<file path="src/rtl/i2cram_pkg.sv">
// i2cram_pkg: beat types, segment codes and sequence tables for the i2c
// register access master. No dependencies; imported by the step logic and the top level.
package i2cram_pkg;

   // request beat: one tick of the pin sequencer
   typedef struct packed {
      logic       go;
      logic       func;
      logic [7:0] device_address;
      logic [7:0] register_address;
      logic [7:0] write_data;
      logic       sda_in;
   } req_type;

   // response beat: pin and status view after the tick
   typedef struct packed {
      logic       scl_level;
      logic       sda_level;
      logic       sda_drive;
      logic       busy_res;
      logic       done_res;
      logic [7:0] read_data;
      logic       nack_seen;
   } rsp_type;

   // sequencer state carried between ticks
   typedef struct packed {
      logic [5:0] step_index;
      logic [2:0] byte_number;
      logic [7:0] shift_register;
      logic       latched_func;
      logic [7:0] latched_device;
      logic [7:0] latched_register;
      logic [7:0] latched_data;
      logic [7:0] received_byte;
      logic       nack_flag;
      logic       scl;
      logic       sda;
      logic       drv;
   } state_type;

   // segment kinds
   localparam logic [2:0] KIND_START = 3'd0;
   localparam logic [2:0] KIND_WBYTE = 3'd1;
   localparam logic [2:0] KIND_RBYTE = 3'd2;
   localparam logic [2:0] KIND_NACK  = 3'd3;
   localparam logic [2:0] KIND_STOP  = 3'd4;

   // segment lengths in ticks
   localparam logic [5:0] LEN_WBYTE = 6'd32;
   localparam logic [5:0] LEN_RBYTE = 6'd22;
   localparam logic [5:0] LEN_SHORT = 6'd5;

   // last segment index of each transaction type
   localparam logic [2:0] LAST_WRITE = 3'd4;
   localparam logic [2:0] LAST_READ  = 3'd7;

   // idle sequencer with SCL and SDA high, SDA released
   function automatic state_type reset_state();
      state_type s;
      s     = '0;
      s.scl = 1'b1;
      s.sda = 1'b1;
      s.drv = 1'b0;
      return s;
   endfunction

   // segment program of a register write
   function automatic logic [2:0] write_kind(input logic [2:0] seg);
      logic [2:0] kind;
      case (seg)
         3'd0:                kind = KIND_START;
         3'd1, 3'd2, 3'd3:    kind = KIND_WBYTE;
         default:             kind = KIND_STOP;
      endcase
      return kind;
   endfunction

   // segment program of a register read
   function automatic logic [2:0] read_kind(input logic [2:0] seg);
      logic [2:0] kind;
      case (seg)
         3'd0, 3'd3:          kind = KIND_START;
         3'd1, 3'd2, 3'd4:    kind = KIND_WBYTE;
         3'd5:                kind = KIND_RBYTE;
         3'd6:                kind = KIND_NACK;
         default:             kind = KIND_STOP;
      endcase
      return kind;
   endfunction

   // tick count of a segment kind
   function automatic logic [5:0] kind_len(input logic [2:0] kind);
      logic [5:0] len;
      case (kind)
         KIND_WBYTE: len = LEN_WBYTE;
         KIND_RBYTE: len = LEN_RBYTE;
         default:    len = LEN_SHORT;
      endcase
      return len;
   endfunction

endpackage

</file>
<file path="src/rtl/i2cram_step.sv">
// i2cram_step: next-state and response logic for one tick of the i2c
// register access master. Depends on i2cram_pkg.
module i2cram_step (
   input  i2cram_pkg::state_type cur_state,
   input  i2cram_pkg::req_type   req,
   output i2cram_pkg::state_type nxt_state,
   output i2cram_pkg::rsp_type   rsp
);
   import i2cram_pkg::*;

   logic [2:0] seg;
   logic [2:0] kind;
   logic [2:0] last_seg;
   logic [5:0] len;
   logic [5:0] p;
   logic [7:0] seg_byte;
   logic       done;

   // segment decode
   always_comb begin
      seg      = cur_state.byte_number;
      kind     = cur_state.latched_func ? read_kind(seg) : write_kind(seg);
      last_seg = cur_state.latched_func ? LAST_READ : LAST_WRITE;
      len      = kind_len(kind);
      p        = (cur_state.step_index > len) ? len : cur_state.step_index;
      case (seg)
         3'd1:    seg_byte = cur_state.latched_device;
         3'd2:    seg_byte = cur_state.latched_register;
         3'd4:    seg_byte = cur_state.latched_device + 8'd1;
         default: seg_byte = cur_state.latched_data;
      endcase
   end

   // one pin assignment per tick
   always_comb begin
      nxt_state = cur_state;
      done      = 1'b0;
      if (cur_state.step_index == 6'd0) begin
         // idle: latch a request
         if (req.go) begin
            nxt_state.latched_func     = req.func;
            nxt_state.latched_device   = req.device_address;
            nxt_state.latched_register = req.register_address;
            nxt_state.latched_data     = req.write_data;
            nxt_state.nack_flag        = 1'b0;
            nxt_state.byte_number      = 3'd0;
            nxt_state.step_index       = 6'd1;
         end
      end else begin
         case (kind)
            KIND_WBYTE: begin
               case (p) inside
                  6'd1: begin
                     nxt_state.drv            = 1'b1;
                     nxt_state.shift_register = seg_byte;
                  end
                  6'd2, 6'd5, 6'd8, 6'd11, 6'd14, 6'd17, 6'd20, 6'd23:
                     nxt_state.scl = 1'b0;
                  6'd3, 6'd6, 6'd9, 6'd12, 6'd15, 6'd18, 6'd21, 6'd24: begin
                     nxt_state.sda            = cur_state.shift_register[7];
                     nxt_state.shift_register = {cur_state.shift_register[6:0], 1'b0};
                  end
                  6'd4, 6'd7, 6'd10, 6'd13, 6'd16, 6'd19, 6'd22, 6'd25:
                     nxt_state.scl = 1'b1;
                  6'd26, 6'd27, 6'd32:
                     nxt_state.scl = 1'b0;
                  6'd28: nxt_state.drv = 1'b1;
                  6'd29: nxt_state.sda = 1'b1;
                  6'd30: nxt_state.drv = 1'b0;
                  default: begin
                     // ack clock high: sample the slave
                     nxt_state.scl = 1'b1;
                     if (req.sda_in) begin
                        nxt_state.nack_flag = 1'b1;
                     end
                  end
               endcase
            end
            KIND_RBYTE: begin
               case (p) inside
                  6'd1: begin
                     nxt_state.scl            = 1'b0;
                     nxt_state.shift_register = 8'd0;
                  end
                  6'd2, 6'd22: nxt_state.drv = 1'b1;
                  6'd3:        nxt_state.sda = 1'b1;
                  6'd4:        nxt_state.drv = 1'b0;
                  6'd5, 6'd7, 6'd9, 6'd11, 6'd13, 6'd15, 6'd17, 6'd19:
                     nxt_state.scl = 1'b0;
                  6'd6, 6'd8, 6'd10, 6'd12, 6'd14, 6'd16, 6'd18, 6'd20: begin
                     nxt_state.scl            = 1'b1;
                     nxt_state.shift_register = {cur_state.shift_register[6:0], req.sda_in};
                  end
                  default: begin
                     nxt_state.scl           = 1'b0;
                     nxt_state.received_byte = cur_state.shift_register;
                  end
               endcase
            end
            KIND_START: begin
               case (p)
                  6'd1:    nxt_state.drv = 1'b1;
                  6'd2:    nxt_state.sda = 1'b1;
                  6'd3:    nxt_state.scl = 1'b1;
                  6'd4:    nxt_state.sda = 1'b0;
                  default: nxt_state.scl = 1'b0;
               endcase
            end
            KIND_NACK: begin
               case (p)
                  6'd2:    nxt_state.drv = 1'b1;
                  6'd3:    nxt_state.sda = 1'b1;
                  6'd4:    nxt_state.scl = 1'b1;
                  default: nxt_state.scl = 1'b0;
               endcase
            end
            default: begin
               // stop condition
               case (p)
                  6'd1:    nxt_state.scl = 1'b0;
                  6'd2:    nxt_state.drv = 1'b1;
                  6'd3:    nxt_state.sda = 1'b0;
                  6'd4:    nxt_state.scl = 1'b1;
                  default: nxt_state.sda = 1'b1;
               endcase
            end
         endcase

         // advance within the segment, to the next one, or back to idle after the last
         if (p >= len) begin
            if ((kind == KIND_STOP) || (seg >= last_seg)) begin
               nxt_state.step_index  = 6'd0;
               nxt_state.byte_number = 3'd0;
               done                  = 1'b1;
            end else begin
               nxt_state.byte_number = seg + 3'd1;
               nxt_state.step_index  = 6'd1;
            end
         end else begin
            nxt_state.step_index = p + 6'd1;
         end
      end
   end

   // response view of the new state
   always_comb begin
      rsp.scl_level = nxt_state.scl;
      rsp.sda_level = nxt_state.sda;
      rsp.sda_drive = nxt_state.drv;
      rsp.busy_res  = (nxt_state.step_index != 6'd0);
      rsp.done_res  = done;
      rsp.read_data = nxt_state.received_byte;
      rsp.nack_seen = nxt_state.nack_flag;
   end

endmodule

</file>
<file path="src/rtl/i2c_register_access_master_unit.sv">
// i2c_register_access_master_unit: top level of the pin-level i2c register
// access master. Depends on i2cram_pkg and i2cram_step.
//
//   channel | direction | handshake              | payload
//   req     | in        | req_valid / req_stall  | req_data (req_type)
//   rsp     | out       | rsp_valid / rsp_stall  | rsp_data (rsp_type)
//
// Every req beat is one tick and yields one rsp beat; while req_stall is low, a beat
// can be taken every cycle. The sequencer state loads at the edge that takes the beat;
// so does the response, into the output register or, if that stays full, the skid.
// A two-entry output stage (register plus skid) lets a beat enter while a
// response waits; req_stall rises only when both entries are full.
// Reset (synchronous) returns the sequencer to idle with SCL and SDA high, SDA released.
module i2c_register_access_master_unit (
   input  logic                 clock,
   input  logic                 reset,
   input  logic                 req_valid,
   output logic                 req_stall,
   input  i2cram_pkg::req_type  req_data,
   output logic                 rsp_valid,
   input  logic                 rsp_stall,
   output i2cram_pkg::rsp_type  rsp_data
);
   import i2cram_pkg::*;

   state_type state_ff;
   state_type state_in;
   rsp_type   step_rsp;
   rsp_type   out_ff;
   rsp_type   out_in;
   rsp_type   skid_ff;
   rsp_type   skid_in;
   logic      out_valid_ff;
   logic      out_valid_in;
   logic      skid_valid_ff;
   logic      skid_valid_in;
   logic      accept;
   logic      take;

   i2cram_step u_step (
      .cur_state (state_ff),
      .req       (req_data),
      .nxt_state (state_in),
      .rsp       (step_rsp)
   );

   assign req_stall = skid_valid_ff;
   assign accept    = req_valid && !req_stall;
   assign rsp_valid = out_valid_ff;
   assign rsp_data  = out_ff;
   assign take      = out_valid_ff && !rsp_stall;

   // output register and skid entry
   always_comb begin
      out_in        = out_ff;
      skid_in       = skid_ff;
      out_valid_in  = out_valid_ff;
      skid_valid_in = skid_valid_ff;
      if (take || !out_valid_ff) begin
         if (skid_valid_ff) begin
            out_in        = skid_ff;
            out_valid_in  = 1'b1;
            skid_in       = step_rsp;
            skid_valid_in = accept;
         end else begin
            out_in       = step_rsp;
            out_valid_in = accept;
         end
      end else if (accept) begin
         skid_in       = step_rsp;
         skid_valid_in = 1'b1;
      end
   end

   // sequencer state
   always_ff @(posedge clock) begin
      if (reset) begin
         state_ff <= reset_state();
      end else if (accept) begin
         state_ff <= state_in;
      end
   end

   // output stage control
   always_ff @(posedge clock) begin
      if (reset) begin
         out_valid_ff  <= 1'b0;
         skid_valid_ff <= 1'b0;
      end else begin
         out_valid_ff  <= out_valid_in;
         skid_valid_ff <= skid_valid_in;
      end
   end

   // output stage payload
   always_ff @(posedge clock) begin
      out_ff  <= out_in;
      skid_ff <= skid_in;
   end

endmodule
</file>
<file path="config.mk">
export PLATFORM = sky130hd
export DESIGN_NAME = i2c_register_access_master_unit
export DESIGN_NICKNAME = d
export VERILOG_FILES = /design/src/rtl/i2cram_pkg.sv /design/src/rtl/i2cram_step.sv /design/src/rtl/i2c_register_access_master_unit.sv
export SDC_FILE = /design/constraint.sdc
export NUM_CORES = 1
export LEC_CHECK = 0
export BUFFER_PORTS_ARGS = -buffer_cell sky130_fd_sc_hd__clkbuf_2
export CORE_MARGIN = 1.5
export CORE_UTILIZATION = 61
export DETAILED_ROUTE_END_ITERATION = 12
export PLACE_DENSITY = 0.81
export SLEW_MARGIN = 40
export SYNTH_ARGS = -nofsm -noshare
export SYNTH_HDL_FRONTEND = slang
export SYNTH_SLANG_ARGS = --single-unit
</file>
<file path="constraint.sdc">
create_clock -name clock -period 7.6 [get_ports clock]
set_input_delay 0.38 -clock clock [delete_from_list [all_inputs] [get_ports clock]]
set_output_delay 0.38 -clock clock [all_outputs]
set_load 0.01 [all_outputs]
</file>
# Word level (Yosys, flattened, before mapping)
# Index checks and enable logic that the tools add are counted.
# classes
n_mux,98
addsub,3
n_reduce_logical,30
order_cmp,3
n_bitwise,1
n_eq_ne,50
# ops
operator,count
$mux 8,17
$eq 6x5->1 const B,15
$mux 1,57
$mux 14,4
$eq 6x4->1 const B,8
$reduce_or 8->1,5
$eq 6x3->1 const B,4
$pmux 3 s4,2
$pmux 8 s3,1
$ne 3x2->1 const B,7
$mux 9,2
$pmux 8 s2,1
$eq 3x2->1 const B,4
$eq 3x3->1 const B,4
$eq 6x2->1 const B,2
$mux 6,2
$pmux 6 s2,1
$reduce_or 3->1,4
$pmux 1 s2,5
$reduce_and 10->1,1
$mux 3,3
$add 8x1->8 const B,1
$add 6x1->6 const B,1
$eq 3x1->1 const B,2
21 further kinds,32
# word_totals
output_inout_bits,16
elab_cells,213
reg_bits,84

# Longest topological paths before layout
# depth
word_depth,21
mapped_depth,25
mapped_depth_nobuf,22

# Modules after synthesis
# A second synthesis with hierarchy kept.
# hier_totals
hier_cells,777
area_unflattened_um2,6718.9
# modules_own_cells
mod,seq_area_each_um2,area_each_um2,n_inst,cells_per_inst
i2c_register_access_master_unit,1961.9,3791.1,1,296
i2cram_step,0.0,2927.8,1,481

# Worst setup path after synthesis
# Ideal clock, no wire load.
# synth_path
path_kind,flip-flop to flip-flop
start,register state_ff[45] in the netlist's numbering
end,"register out_ff, in the netlist rsp_data[1], data pin"
period_less_slack_ns,5.414
stages_incl_launch_ff,22
setup_slack_ns,2.186
required_time_ns,7.340
arrival_ns,5.154
setup_time_ns,0.260
path_buffers,3
cell_sequence,dfxtp_1 inv_1 ha_1 or2_1 o211ai_4 inv_1 ha_1 a21oi_1 a22o_4 buf_6 nand2_1 o21ai_0 inv_1 ha_1 clkbuf_1 nor4_1 nor4_1 a311o_1 or3b_1 buf_4 mux2_4 mux2_2
# synth_via
elab_chain_len,19
elab_cells_between_ends,51
# synth_rtl
item,line_no,rtl
start: declaration,i2c_register_access_master_unit.sv:26,state_type state_ff;
start signal: assignment,i2c_register_access_master_unit.sv:78,state_ff <= reset_state();
start signal: assignment,i2c_register_access_master_unit.sv:80,state_ff <= state_in;
"$eq 3x1->1, or another cell as far along","i2cram_pkg.sv:71, i2cram_pkg.sv:82",
"$reduce_or 3->1, or another cell as far along",i2cram_pkg.sv:82,case (seg)
$pmux 3 s4 or $pmux 3 s2 (tied branches),"i2cram_pkg.sv:82, i2cram_pkg.sv:71",
$mux 3 *,i2cram_step.sv:22,kind = cur_state.latched_func ? read_kind(seg) : write_kind(seg);
$eq 3x2->1 or $eq 3x1->1 (tied branches),"i2cram_pkg.sv:95, i2cram_step.sv:50",
$pmux 6 s2,i2cram_pkg.sv:95,case (kind)
$gt 6x6->1,i2cram_step.sv:25,p = (cur_state.step_index > len) ? len : cur_state.step_index;
$mux 6,i2cram_step.sv:25,
"$eq 6x5->1 (no line), or another cell as far along",n/a,
$reduce_or 8->1,i2cram_step.sv:80,case (p) inside
$mux 8 (6 in a row),i2cram_step.sv:80,
$mux 8 *,i2cram_step.sv:50,case (kind)
$mux 8 *,i2cram_step.sv:38,if (cur_state.step_index == 6'd0) begin
$mux 14 *,i2c_register_access_master_unit.sv:60,if (skid_valid_ff) begin
end signal: assignment,i2c_register_access_master_unit.sv:97,out_ff <= out_in;
end: declaration,i2c_register_access_master_unit.sv:29,rsp_type out_ff;
# Mark *: on every way between the ends. The rest lies on a longest branch, timed or not.
# A chain may end at the register's enable or synchronous reset.

# Worst setup path in the final report
# layout_path
start,register state_ff[45] in the netlist's numbering
end,"register out_ff, in the netlist rsp_data[8], data pin"
# Same word-level chain as after synthesis.

==> results.md <==
- CTS Buffer Depth: 2
- Sw frac: 29.3%
- Vias in the first global route: 5040
- Remaining global-route overflow: 0
- Syn_area_per_cell: 8.56 um^2
- Final non-filler cell total: 781
- Fin. max-slew vios: 0
- WP data arrival: 6860 ps
- Setup Crit Path Kind: register to register
- Flop2flop setup slack: 840 ps
- Hold bufs inserted after CTS: 0
- Max-cap violation count: 0
- Slowest-stage cell, CP: nor4b_4
- Io pins: 47
- Filler cells: 686
- Post-synth net total: 694
- Net Switching: 287 uW
- Ys flop type: dfxtp_1
- Peak supply drop: 118 uV
- DRT Pass-1 Iters: 7
- 1st-iter DRT viols: 584
- Hold Violations, Final: 0
- Crit. path cell count: 17
- Crit-path max FO: 13
- Area post-placement: 5750 um^2
- Skew-Pair Late Insertion Delay: 350 ps
- Root Driver: clkbuf_8
- First-pass GRT wire length: 25.6 mm
- Critical Path End: rsp_data[8]
- ANT nets after route: 0
- RSZ-0062 raised after global routing: no
- Post-synthesis cell count: 641
- Post-route minimum period: 6760 ps
- Clock skew: 11.0 ps
- Worst Path Required: 7700 ps
- Final nets: 721
- Buffers added on ports: 46
- Chip Width: 97.9 um
- Max incr delay on CP: 750 ps
- Reg2reg start: state_ff[45]
- Post-synth cell types: 83
- Post-CTS sizing: 0
- RR Endpoint: rsp_data[8]
- Clk sinks: 84
- Async S/R FF share, synth: 0%
- Area grow syn2layout: 8.48%
- Most used cell, CP: ha_1
- Slew at the pin closest to its max-slew limit: 808 ps
- Internal power: 693 uW
- Row count: 34
- WL final: 15.8 mm
- Period utilization: 89.0%
- Crit end category: register
- CP Launch Type: register
- Pwr Density: 164 nW/um^2
- Core Area: 8720 um^2
- Htree depth: 3
- Clock transition at path regs: 90 ps
- DIE AREA: 9580 um^2
- Pleak: 2.40 nW
- Fmax: 0.148 GHz
- Post-Route Utilization: 68.3%
- Setup TNS: 0 ps
- Reg power frac: 51.3%
- Seq/Total Area, Yosys: 35.7%
- Vias after detailed routing: 5294
- Die Height: 97.9 um
- Vias/cell: 6.78
- Routability Congestion: 1.01
- CTS Buf Count: 9
- Initial antenna violation count: 0
- Post-synthesis sequential element count: 84
- Setup violations, final: 0
- Share of cells above drive strength 1: 18.1%
- Worst hold slack: 229 ps
- Post-route cell area: 5950 um^2
- CTS tree: yes
- Cell total after placement: 765
- WL/cell: 20.3 um
- Largest net degree at the start of global routing: 49
- Critical path, cell by cell: inv_1, ha_1, nor4b_4, inv_2, ha_1, nor2b_1, o211ai_2, nand2_1, o21ai_0, inv_1, ha_1, nor4_1, nor4_1, a311o_1, or3b_1, mux2_4, mux2_2
- Buffers & Inverters on Critical Path: 3
- Number of synthesized flops with an enable pin: 28
- Netlist Area Pre-Place: 5490 um^2
- # DRC: 0
- Clock network power share: 32.5%
- Global-route usage over all layers: 33.0%
- Hold/Removal Path Class: input pin to register
- Post-CTS Setup Bufs: 0
- Diode count: 0
- Initial core utilization: 62.9%
- Worst-case reg-to-reg path depth: 17
- Status: finished clean
- Slew headroom: 45.3%
- Ys Warns: 0
- Worst setup startpoint: state_ff[45]
- Dpl hpwl: 11.6 mm
- Combinational share of power: 16.3%
- CP top delay family: simple AND/OR/NAND/NOR gates
-- cells in the final DEF, fill, tap and decap left out, types with 17 or more instances in the layout --
master    Yosys  layout
a21oi_1      61      61
edfxtp_1     28      28
nand2_1      94      93
nor3_1       19      19
dfxtp_1      56      55
nand2b_1     18      17
o21ai_0      32      31
ha_1         22      22
nor2_1       46      45
clkbuf_2      0      46
-- cell usage after synthesis, types with 3 or more instances --
master | count | share of area (%)
nand2_1 | 94 | 6.4
a21oi_1 | 61 | 5.6
dfxtp_1 | 56 | 20
nor2_1 | 46 | 3.1
o21ai_0 | 32 | 2.9
clkbuf_1 | 29 | 2.0
edfxtp_1 | 28 | 15
ha_1 | 22 | 5.0
nor3_1 | 19 | 1.7
nand2b_1 | 18 | 2.1
inv_1 | 16 | 1.1
mux2_2 | 16 | 3.3
a31oi_1 | 15 | 1.7
nand3_1 | 14 | 1.3
a41o_1 | 8 | 1.5
and2_1 | 8 | 0.91
mux2_4 | 8 | 2.2
o211a_1 | 8 | 1.5
o211ai_1 | 8 | 1.1
a211oi_1 | 6 | 0.82
a221oi_1 | 6 | 0.96
and3_1 | 6 | 0.68
nand4_1 | 6 | 0.68
nor4_1 | 6 | 0.68
or3_1 | 6 | 0.68
a21o_1 | 5 | 0.68
mux2i_1 | 5 | 0.91
nor2b_1 | 5 | 0.57
a32oi_1 | 4 | 0.64
xnor2_1 | 4 | 0.64
a41oi_1 | 3 | 0.48
o221ai_1 | 3 | 0.48
o31ai_1 | 3 | 0.41
o41ai_1 | 3 | 0.48
-- worst register-to-register path: cells and delay by family (launching register included) --
family	cells	cell delay [ps]
simple gates	6	2510
buf+inv	3	550
compound gates	3	1310
flops	1	410
fa+ha+maj	3	1080
mux	2	650
-- per-stage QoR --
step | total power [mW] | setup WS [ps]
finish | 0.979 | 837
CTS | 0.980 | 979
global route | 1.02 | 501
floorplan | 0.615 | 2190
detailed placement | 0.666 | 998
global placement | 0.660 | 1100
-- routing by layer --
metal / global-route usage, % / vias up / wire length [um]
li1: - / 2451 / -
met1: 44.8 / 2478 / 6740
met2: 52.0 / 316 / 7260
met3: 6.94 / 49 / 1360
met4: 12.5 / 0 / 452
met5: 0 / - / 0
-- how the worst min path moves through the flow --
stage | from | to | cells past startpoint | slack [ps]
6_report | req_data[11] | state_ff[22] | 3 | 230
3_3_place_gp | state_ff[20] | state_ff[20] | 2 | 440
2_1_floorplan | state_ff[23] | state_ff[23] | 2 | 440
4_1_cts | req_data[11] | state_ff[22] | 3 | 220
3_5_place_dp | state_ff[20] | state_ff[20] | 2 | 450
5_1_grt | req_data[20] | state_ff[31] | 3 | 210
-- cells by family after synthesis --
group	share of synthesized area [%]
buffers and inverters	4.03
flip-flops	35.7
multiplexers	6.38
adder cells (fa/ha/maj)	5.01
XOR/XNOR	0.638
AND/OR/NAND/NOR	22.0
AO/OA/AOI/OAI	26.2
-- power groups by stage --
stage	clock network (mW)	registers [mW]	logic, mW
2_1_floorplan	0	0.512	0.103
3_3_place_gp	0	0.511	0.149
3_5_place_dp	0	0.512	0.154
4_1_cts	0.323	0.502	0.155
5_1_grt	0.343	0.504	0.171
6_report	0.318	0.502	0.159
-- sequential cells by signal, summed over array words and instances (netlist names) --
name / flops
state_ff: 54
rsp_data: 14
skid_ff: 14
req_stall: 1
rsp_valid: 1
-- final cells by class --
cell class / instances / area, um^2 / area share [%]
Multi-Input combinational cell: 503 / 3320 / 55.7
Sequential cell: 84 / 1960 / 33.0
Timing Repair Buffer: 50 / 260 / 4.37
Clock buffer: 10 / 149 / 2.50
Tap cell: 108 / 135 / 2.27
Inverter: 20 / 80.1 / 1.34
Clock inverter: 6 / 48.8 / 0.820
(Power assumes the default switching activity.)
